==> src/rtl/rgba_ab_pkg.sv <==
// ----------------------------------------------------------------------------
// rgba_ab_pkg
// Shared types and constants of the source-over RGBA alpha blend pipeline.
// ----------------------------------------------------------------------------
package rgba_ab_pkg;

   localparam int NUM_COLORS = 3;

   localparam logic [7:0] CH_MAX = 8'd255;
   localparam longint unsigned CH_MAX_SQ = 64'd65025;
   localparam int ALPHA_SHIFT = 8;

   localparam int FRONT_SHIFT = 24;
   localparam int FRONT_RECIP_W = 17;
   localparam int FRONT_PROD_W = 16 + FRONT_RECIP_W;
   localparam logic [FRONT_RECIP_W-1:0] FRONT_RECIP =
      FRONT_RECIP_W'(((64'd1 << FRONT_SHIFT) + 64'd254) / 64'd255);

   localparam int BACK_SHIFT = 40;
   localparam int BACK_RECIP_W = 25;
   localparam int BACK_PROD_W = 24 + BACK_RECIP_W;
   localparam logic [BACK_RECIP_W-1:0] BACK_RECIP =
      BACK_RECIP_W'(((64'd1 << BACK_SHIFT) + CH_MAX_SQ - 64'd1) / CH_MAX_SQ);

   typedef struct packed {
      logic [7:0] src_red;
      logic [7:0] src_green;
      logic [7:0] src_blue;
      logic [7:0] src_alpha;
      logic [7:0] dst_red;
      logic [7:0] dst_green;
      logic [7:0] dst_blue;
      logic [7:0] dst_alpha;
   } req_type;

   typedef struct packed {
      logic [7:0] out_red;
      logic [7:0] out_green;
      logic [7:0] out_blue;
      logic [7:0] out_alpha;
   } rsp_type;

   typedef struct packed {
      logic [NUM_COLORS-1:0][15:0] front_prod;
      logic [NUM_COLORS-1:0][15:0] back_prod;
      logic [7:0]                  inv_alpha;
      logic [7:0]                  src_alpha;
      logic [15:0]                 alpha_prod;
   } prod_type;

   typedef struct packed {
      logic [NUM_COLORS-1:0][7:0]  front_q;
      logic [NUM_COLORS-1:0][23:0] back_num;
      logic [7:0]                  alpha_out;
   } scale_type;

   typedef struct packed {
      logic [NUM_COLORS-1:0][7:0] front_q;
      logic [NUM_COLORS-1:0][7:0] back_q;
      logic [7:0]                 alpha_out;
   } recip_type;

endpackage

==> src/rtl/rgba_alpha_blend_top.sv <==
// ----------------------------------------------------------------------------
// rgba_alpha_blend_top
// Source-over alpha blend of one RGBA source pixel onto a destination pixel.
// ----------------------------------------------------------------------------
// The req_ channel carries one request per pixel: the source pixel and the
// destination pixel read from the frame buffer. The rsp_ channel returns the
// blended pixel. Both channels use valid/ready.
// Four register stages: 8x8 products, divide-by-255 and weight multiply,
// divide-by-65025 reciprocal multiply, then sum into the output register.
// A request accepted on req_ passes through the prod, scale, recip and merge
// registers in order to rsp_. Throughput is one pixel per clock while
// rsp_ready stays high.
// An opaque source passes through, since its destination term is zero.
// Synchronous reset empties all stages; req_ready is high right after.
// When the receiver stalls, each full stage holds its request and req_ready
// falls once every stage is full; nothing is dropped or repeated.
// ----------------------------------------------------------------------------
module rgba_alpha_blend_top (
   input  logic                 clock,
   input  logic                 reset,
   input  logic                 req_valid,
   output logic                 req_ready,
   input  rgba_ab_pkg::req_type req_data,
   output logic                 rsp_valid,
   input  logic                 rsp_ready,
   output rgba_ab_pkg::rsp_type rsp_data
);
   import rgba_ab_pkg::*;

   logic      prod_vld, prod_ready;
   prod_type  prod_data;
   logic      scale_vld, scale_ready;
   scale_type scale_data;
   logic      recip_vld, recip_ready;
   recip_type recip_data;
   logic      merge_ready;

   rgba_ab_prod u_prod (
      .clock      (clock),
      .reset      (reset),
      .in_vld     (req_valid),
      .in_data    (req_data),
      .up_ready   (req_ready),
      .down_ready (prod_ready),
      .out_vld    (prod_vld),
      .out_data   (prod_data)
   );

   rgba_ab_scale u_scale (
      .clock      (clock),
      .reset      (reset),
      .in_vld     (prod_vld),
      .in_data    (prod_data),
      .up_ready   (prod_ready),
      .down_ready (scale_ready),
      .out_vld    (scale_vld),
      .out_data   (scale_data)
   );

   rgba_ab_recip u_recip (
      .clock      (clock),
      .reset      (reset),
      .in_vld     (scale_vld),
      .in_data    (scale_data),
      .up_ready   (scale_ready),
      .down_ready (recip_ready),
      .out_vld    (recip_vld),
      .out_data   (recip_data)
   );

   rgba_ab_merge u_merge (
      .clock      (clock),
      .reset      (reset),
      .in_vld     (recip_vld),
      .in_data    (recip_data),
      .up_ready   (merge_ready),
      .down_ready (rsp_ready),
      .out_vld    (rsp_valid),
      .out_data   (rsp_data)
   );

   assign recip_ready = merge_ready;

   property p_empty_out_ready;
      @(posedge clock) disable iff (reset)
         !rsp_valid |-> req_ready;
   endproperty
   a_empty_out_ready: assert property (p_empty_out_ready)
      else $error("request stalled while output register is empty");

   property p_drain_ready;
      @(posedge clock) disable iff (reset)
         rsp_ready |-> req_ready;
   endproperty
   a_drain_ready: assert property (p_drain_ready)
      else $error("request stalled while receiver is ready");

   property p_opaque_alpha;
      @(posedge clock) disable iff (reset)
         (prod_vld && prod_ready && prod_data.src_alpha == CH_MAX)
            |=> (scale_data.alpha_out == CH_MAX);
   endproperty
   a_opaque_alpha: assert property (p_opaque_alpha)
      else $error("opaque source did not keep full alpha");

endmodule

==> src/rtl/rgba_ab_prod.sv <==
// ----------------------------------------------------------------------------
// rgba_ab_prod
// First stage: 8x8 products of the color channels with their alphas.
// ----------------------------------------------------------------------------
module rgba_ab_prod (
   input  logic                  clock,
   input  logic                  reset,
   input  logic                  in_vld,
   input  rgba_ab_pkg::req_type  in_data,
   output logic                  up_ready,
   input  logic                  down_ready,
   output logic                  out_vld,
   output rgba_ab_pkg::prod_type out_data
);
   import rgba_ab_pkg::*;

   logic     vld_ff;
   prod_type data_ff;
   prod_type data_in;
   logic [NUM_COLORS-1:0][7:0] src_color;
   logic [NUM_COLORS-1:0][7:0] dst_color;

   always_comb begin
      src_color = {in_data.src_red, in_data.src_green, in_data.src_blue};
      dst_color = {in_data.dst_red, in_data.dst_green, in_data.dst_blue};
      data_in.inv_alpha  = CH_MAX - in_data.src_alpha;
      data_in.src_alpha  = in_data.src_alpha;
      data_in.alpha_prod = 16'(in_data.dst_alpha) * 16'(data_in.inv_alpha);
      for (int i = 0; i < NUM_COLORS; i++) begin
         data_in.front_prod[i] = 16'(src_color[i]) * 16'(in_data.src_alpha);
         data_in.back_prod[i]  = 16'(dst_color[i]) * 16'(in_data.dst_alpha);
      end
   end

   assign up_ready = !vld_ff || down_ready;

   always_ff @(posedge clock) begin
      if (reset) begin
         vld_ff <= 1'b0;
      end else if (up_ready) begin
         vld_ff <= in_vld;
      end
   end

   always_ff @(posedge clock) begin
      if (up_ready && in_vld) begin
         data_ff <= data_in;
      end
   end

   assign out_vld  = vld_ff;
   assign out_data = data_ff;

endmodule

==> src/rtl/rgba_ab_scale.sv <==
// ----------------------------------------------------------------------------
// rgba_ab_scale
// Second stage: source term divided by 255, destination term times 255-alpha,
// and the blended alpha.
// ----------------------------------------------------------------------------
module rgba_ab_scale (
   input  logic                   clock,
   input  logic                   reset,
   input  logic                   in_vld,
   input  rgba_ab_pkg::prod_type  in_data,
   output logic                   up_ready,
   input  logic                   down_ready,
   output logic                   out_vld,
   output rgba_ab_pkg::scale_type out_data
);
   import rgba_ab_pkg::*;

   logic      vld_ff;
   scale_type data_ff;
   scale_type data_in;
   logic [NUM_COLORS-1:0][FRONT_PROD_W-1:0] front_full;

   always_comb begin
      data_in.alpha_out = in_data.src_alpha + in_data.alpha_prod[15:ALPHA_SHIFT];
      for (int i = 0; i < NUM_COLORS; i++) begin
         front_full[i] = FRONT_PROD_W'(in_data.front_prod[i]) * FRONT_PROD_W'(FRONT_RECIP);
         data_in.front_q[i]  = front_full[i][FRONT_SHIFT+7:FRONT_SHIFT];
         data_in.back_num[i] = 24'(in_data.back_prod[i]) * 24'(in_data.inv_alpha);
      end
   end

   assign up_ready = !vld_ff || down_ready;

   always_ff @(posedge clock) begin
      if (reset) begin
         vld_ff <= 1'b0;
      end else if (up_ready) begin
         vld_ff <= in_vld;
      end
   end

   always_ff @(posedge clock) begin
      if (up_ready && in_vld) begin
         data_ff <= data_in;
      end
   end

   assign out_vld  = vld_ff;
   assign out_data = data_ff;

endmodule

==> src/rtl/rgba_ab_recip.sv <==
// ----------------------------------------------------------------------------
// rgba_ab_recip
// Third stage: destination term divided by 65025 through a reciprocal
// multiply.
// ----------------------------------------------------------------------------
module rgba_ab_recip (
   input  logic                   clock,
   input  logic                   reset,
   input  logic                   in_vld,
   input  rgba_ab_pkg::scale_type in_data,
   output logic                   up_ready,
   input  logic                   down_ready,
   output logic                   out_vld,
   output rgba_ab_pkg::recip_type out_data
);
   import rgba_ab_pkg::*;

   logic      vld_ff;
   recip_type data_ff;
   recip_type data_in;
   logic [NUM_COLORS-1:0][BACK_PROD_W-1:0] back_full;

   always_comb begin
      data_in.front_q   = in_data.front_q;
      data_in.alpha_out = in_data.alpha_out;
      for (int i = 0; i < NUM_COLORS; i++) begin
         back_full[i] = BACK_PROD_W'(in_data.back_num[i]) * BACK_PROD_W'(BACK_RECIP);
         data_in.back_q[i] = back_full[i][BACK_SHIFT+7:BACK_SHIFT];
      end
   end

   assign up_ready = !vld_ff || down_ready;

   always_ff @(posedge clock) begin
      if (reset) begin
         vld_ff <= 1'b0;
      end else if (up_ready) begin
         vld_ff <= in_vld;
      end
   end

   always_ff @(posedge clock) begin
      if (up_ready && in_vld) begin
         data_ff <= data_in;
      end
   end

   assign out_vld  = vld_ff;
   assign out_data = data_ff;

   property p_stall_holds;
      @(posedge clock) disable iff (reset)
         (vld_ff && !down_ready) |=> (vld_ff && $stable(data_ff));
   endproperty
   a_stall_holds: assert property (p_stall_holds)
      else $error("recip stage lost or changed a stalled request");

endmodule

==> src/rtl/rgba_ab_merge.sv <==
// ----------------------------------------------------------------------------
// rgba_ab_merge
// Last stage: sum of source and destination terms into the output register.
// ----------------------------------------------------------------------------
module rgba_ab_merge (
   input  logic                   clock,
   input  logic                   reset,
   input  logic                   in_vld,
   input  rgba_ab_pkg::recip_type in_data,
   output logic                   up_ready,
   input  logic                   down_ready,
   output logic                   out_vld,
   output rgba_ab_pkg::rsp_type   out_data
);
   import rgba_ab_pkg::*;

   logic    vld_ff;
   rsp_type data_ff;
   rsp_type data_in;
   logic [NUM_COLORS-1:0][7:0] color_sum;

   always_comb begin
      for (int i = 0; i < NUM_COLORS; i++) begin
         color_sum[i] = in_data.front_q[i] + in_data.back_q[i];
      end
      data_in.out_red   = color_sum[2];
      data_in.out_green = color_sum[1];
      data_in.out_blue  = color_sum[0];
      data_in.out_alpha = in_data.alpha_out;
   end

   assign up_ready = !vld_ff || down_ready;

   always_ff @(posedge clock) begin
      if (reset) begin
         vld_ff <= 1'b0;
      end else if (up_ready) begin
         vld_ff <= in_vld;
      end
   end

   always_ff @(posedge clock) begin
      if (up_ready && in_vld) begin
         data_ff <= data_in;
      end
   end

   assign out_vld  = vld_ff;
   assign out_data = data_ff;

endmodule

==> config.mk <==
export PLATFORM = sky130hd
export DESIGN_NAME = rgba_alpha_blend_top
export DESIGN_NICKNAME = d
export VERILOG_FILES = /design/src/rtl/rgba_ab_pkg.sv /design/src/rtl/rgba_alpha_blend_top.sv /design/src/rtl/rgba_ab_prod.sv /design/src/rtl/rgba_ab_scale.sv /design/src/rtl/rgba_ab_recip.sv /design/src/rtl/rgba_ab_merge.sv
export SDC_FILE = /design/constraint.sdc
export NUM_CORES = 2
export LEC_CHECK = 0
export ABC_CLOCK_PERIOD_IN_PS = 10700
export BUFFER_PORTS_ARGS = -buffer_cell sky130_fd_sc_hd__buf_4
export CAP_MARGIN = 20
export CORE_UTILIZATION = 60
export CTS_CLUSTER_DIAMETER = 30
export DETAILED_ROUTE_END_ITERATION = 6
export PLACE_DENSITY_LB_ADDON = 0.08
export SLEW_MARGIN = 10
export SYNTH_ARGS = -nofsm -noshare
export SYNTH_HDL_FRONTEND = slang
export SYNTH_SLANG_ARGS = --single-unit
export TNS_END_PERCENT = 1
==> constraint.sdc <==
create_clock -name clock -period 10.7 [get_ports clock]
set_input_delay 0.535 -clock clock [delete_from_list [all_inputs] [get_ports clock]]
set_output_delay 0.535 -clock clock [all_outputs]
set_load 0.02 [all_outputs]
### Yosys cells after proc, flatten, opt, wreduce, memory -nomap -nowiden

Cells that the tools add are included.

| storage, ports and cells | value |
|---|---|
| RAM bits | 0 |
| memories kept | 0 |
| input port bits | 68 |
| ROM bits | 0 |
| bits in registers | 324 |
| output and inout port bits | 34 |
| latch bits | 0 |
| logic and storage cells | 64 |

| operators by class | value |
|---|---|
| equal/unequal tests | 0 |
| multiply operators | 16 |
| reductions and logical operators | 12 |
| $add $sub $neg | 5 |
| bitwise logic cells | 0 |
| shift-type cells | 0 |
| divide/modulo/power cells | 0 |
| order comparisons | 0 |
| multiplexer cells | 0 |

Operators with widths:

| kind | number |
|---|---|
| $mul A24 B25 Y48 const B | 3 |
| $mul A8 B8 Y16 | 7 |
| $mul A16 B16 Y31 const B | 3 |
| $mul A16 B8 Y24 | 3 |
| $add A8 B8 Y8 | 4 |
| $sub A8 B8 Y8 const A | 1 |
| $logic_and A1 B1 Y1 | 4 |
| $logic_not A1 Y1 | 4 |
| $logic_or A1 B1 Y1 | 4 |

### Depth between registers and ports, before layout

| depth | value |
|---|---|
| depth after elaboration | 6 |
| depth in mapped cells | 23 |
| mapped depth without buffers | 23 |

### Hierarchy

Synthesis repeated with hierarchy kept, for this count alone.

| second synthesis, totals | value |
|---|---|
| cell total of the unflattened synthesis | 5759 |
| area total of the unflattened synthesis | 57562.7 sq um |

Modules (own cells, without submodules):

| module | times used | cells an instance | area an instance (sq um) |
|---|---|---|---|
| rgba_ab_prod | 1 | 1959 | 19135.9 |
| rgba_ab_scale | 1 | 1895 | 18900.6 |
| rgba_ab_recip | 1 | 1747 | 17609.4 |
| rgba_ab_merge | 1 | 158 | 1916.8 |

### Worst setup path before layout

Ideal clock, no wire load.

| timing path | value |
|---|---|
| path kind | input to register |
| start point | input rsp_ready |
| end point | register u_prod.data_ff (netlist bit u_prod.out_data[100]), enable pin |
| required time | 10062 ps |
| setup slack | 3432 ps |
| arrival time | 6630 ps |
| stages | 3 |
| cell sequence | nor2b_1 -> and3_1 -> a21oi_1 |

| on the way | value |
|---|---|
| cells in the longest elaborated chain, start to end | 5 |

Ends and longest elaborated chain:

| element | line | RTL |
|---|---|---|
| from (decl) | rgba_alpha_blend_top.sv:25 | `input logic rsp_ready,` |
| $logic_or A1 B1 Y1 | rgba_ab_merge.sv:32 | `assign up_ready = !vld_ff \|\| down_ready;` |
| $logic_or A1 B1 Y1 | rgba_ab_recip.sv:32 | `assign up_ready = !vld_ff \|\| down_ready;` |
| $logic_or A1 B1 Y1 | rgba_ab_scale.sv:32 | `assign up_ready = !vld_ff \|\| down_ready;` |
| $logic_or A1 B1 Y1 | rgba_ab_prod.sv:35 | `assign up_ready = !vld_ff \|\| down_ready;` |
| $logic_and A1 B1 Y1 | rgba_ab_prod.sv:46 | `if (up_ready && in_vld) begin` |
| to (signal assigned) | rgba_ab_prod.sv:47 | `data_ff <= data_in;` |
| to (decl) | rgba_ab_prod.sv:18 | `prod_type data_ff;` |

Every way passes these cells.
A chain may end at the register's enable or synchronous reset.

==> results.sh <==
export IMPL_dieArea_mm2=0.0922
export IMPL_dominantRegCellSynth="edfxtp_1"
export IMPL_htreeDepth=3
export IMPL_clk_pin_slew_ps=50
export IMPL_netlist_area_leader_share=0.287
export IMPL_clock_sinks=316
export IMPL_wire_per_inst_um=17.4
export IMPL_multi_input_area_mm2=0.0409
export IMPL_insertion_delay_ps=630
export IMPL_grt_pass1_wl_mm=197
export IMPL_r2r_setup_slack_ps=4790
export IMPL_drt_vias_per_instance=5.50
export IMPL_cts_resized=0
export IMPL_gr_total_overflow=0
export IMPL_startpoint="u_scale.out_data[24]"
export IMPL_cts_root_buf="clkbuf_16"
export IMPL_synth_cells=5373
export IMPL_crit_type="register to register"
export IMPL_grt_max_degree=73
export IMPL_drt_iter0_markers=1820
export IMPL_min_to="u_merge.out_vld"
export IMPL_violations="design-rule violations"
export IMPL_timing_rr_start="u_scale.out_data[24]"
export IMPL_track_usage=0.269
export IMPL_synth_nets=7380
export IMPL_ctsHoldBuffers=0
export IMPL_cts_tree="done"
export IMPL_cts_setup_buffers=0
export IMPL_syn_area_per_cell_um2=10.2
export IMPL_regArea_mm2=0.00945
export IMPL_worstSetupEndpointType="register"
export IMPL_fin_tns_setup_ps=0
export IMPL_hold_violations=0
export IMPL_fmax_ghz=0.169
export IMPL_ant_nets=0
export IMPL_grt_setup_unrepaired="no"
export IMPL_cts_buffer_depth=3
export IMPL_post_route_period_util=0.553
export IMPL_grt_pass1_vias=39329
export IMPL_routed_wl_mm=116
export IMPL_final_net_count=7469
export IMPL_hp_start="reset"
export IMPL_yosys_area_top_type="ha_1"
export IMPL_synth_edf_count=312
export IMPL_crit_fanout=7
export IMPL_yosys_top_cells_area="ha_1, fa_1, edfxtp_1, inv_1, and2_1"
export IMPL_setup_viol=0
export IMPL_post_place_cells=6568
export IMPL_num_rows=110
export IMPL_worstRegToRegCells=21
export IMPL_crit_path_start_kind="register"
export IMPL_antenna_found_initial=1
export IMPL_io_buffers=101
export IMPL_synth_seq_area_share=0.173
export IMPL_crit_required_ps=11030
export IMPL_yosysUniqueCellTypes=65
export IMPL_yosys_warnings=0
export IMPL_routabilityCongestion=0.899
export IMPL_yosysMostFrequentCell="ha_1"
export IMPL_fin_cells=6695
export IMPL_synth_seq_cells=316
export IMPL_num_vias=36806
export IMPL_yosys_top_cells_count="ha_1, inv_1, fa_1"
export IMPL_die_h_um=304
export IMPL_worstMarginPinSlew_ps=1070
export IMPL_dp_hpwl_mm=93.8
export IMPL_min_period_ps=5910
export IMPL_status="finished with violations"
export IMPL_cts_made_buffers=68
export IMPL_final_util=0.656
export IMPL_slew_headroom=0.288
export IMPL_hold_depth=2
export IMPL_syn_cell_area_mm2=0.0546
export IMPL_finalMaxSlewViolations=0
export IMPL_drc_errors=1
export IMPL_firstDrtPassIters=7
export IMPL_start_util=0.606
export IMPL_synthArstFlopShare=0
export IMPL_drive_above_1_share=0.0459
export IMPL_skew_ps=44.2
export IMPL_area_delta_synth_final_pct=8.16
export IMPL_cp_data_arrival_time_ps=6250
export IMPL_hp_class="input pin to register"
export IMPL_r2r_end="u_recip.out_data[14]"
export IMPL_maxCapViolations=0
export IMPL_io_pins=102
export IMPL_core_area_mm2=0.0900
export IMPL_nFillCells=7302
export IMPL_die_w_um=304
## registers in the layout (all words and copies together), names as in the netlist
name              count
u_prod.out_vld        1
u_recip.out_vld       1
u_merge.out_vld       1
u_recip.out_data     56
u_scale.out_data    104
u_prod.out_data     120
u_merge.out_data     32
u_scale.out_vld       1
## cell usage in the layout (no fill, tap or decap), types with 68 or more instances in the layout
| master | netlist | routed |
|---|---|---|
| ha_1 | 1252 | 1252 |
| clkbuf_16 | 0 | 68 |
| edfxtp_1 | 312 | 312 |
| and2_1 | 391 | 391 |
| fa_1 | 687 | 687 |
| a21o_1 | 87 | 87 |
| o21ai_0 | 83 | 83 |
| nor2b_1 | 71 | 69 |
| buf_4 | 0 | 114 |
| inv_1 | 1043 | 1043 |
| nor2_1 | 127 | 127 |
| nand2_1 | 490 | 490 |
| xnor2_1 | 145 | 145 |
| a21oi_1 | 164 | 163 |
## cells by family after synthesis
family          count (synthesis)  synth area share
simple gates                 1260             0.115
fa+ha+maj                    1939             0.539
xor+xnor                      192            0.0308
buf+inv                      1138            0.0783
compound gates                528            0.0639
flops                         316             0.173
## metal layers
layer / wire length [um] / track usage / part of all wire / vias to the layer above
met5: 0 / 0 / 0 / -
li1: - / - / - / 17763
met1: 55300 / 0.377 / 0.48 / 18177
met3: 4780 / 0.0320 / 0.041 / 177
met4: 3610 / 0.0873 / 0.031 / 0
met2: 52600 / 0.435 / 0.45 / 689
## how the worst max path moves through the flow
stage | endpoint | slack, ps | cells past startpoint
detailed placement | u_recip.out_data[14] | 4770 | 21
floorplan | u_prod.out_data[100] | 3430 | 3
global placement | u_recip.out_data[14] | 4880 | 21
CTS | u_recip.out_data[14] | 4750 | 21
global route | u_recip.out_data[14] | 4390 | 21
finish | u_recip.out_data[14] | 4790 | 21
## worst max-delay path: stages (launching register included)
cell and delay, ps:
edfxtp_1 550, inv_1 80, ha_1 280, inv_1 40, ha_1 260, inv_1 50
fa_1 410, fa_1 500, fa_1 500, inv_1 50, fa_1 430, ha_1 290
ha_1 340, nand4_1 190, a211oi_1 210, o21ai_0 120, o211ai_1 170, o21ai_0 300
o21ai_0 440, a21o_1 210, a21oi_1 90, xnor2_1 130
## per-stage QoR
| step | hold slack [ps] | worst slack [ps] | area, um^2 |
|---|---|---|---|
| 6_report | 94.0 | 4790 | 59000 |
| 5_1_grt | 74.6 | 4390 | 59000 |
| 3_3_place_gp | 402 | 4880 | 56600 |
| 2_1_floorplan | 400 | 3430 | 54600 |
| 4_1_cts | 55.6 | 4750 | 59000 |
| 3_5_place_dp | 405 | 4770 | 56600 |
## layout make-up
class | instances | share of cell area
inverters | 1043 | 0.0663
flip-flops and latches | 316 | 0.160
diodes | 2 | 0.0000848
multi-input cells | 3919 | 0.693
clock inverters | 47 | 0.0115
repair buffers | 114 | 0.0145
well taps | 1176 | 0.0249
clock buffers | 78 | 0.0298
Power is not shown: default switching activity piles up to over one toggle a cycle in this logic, so the estimate is an artifact.
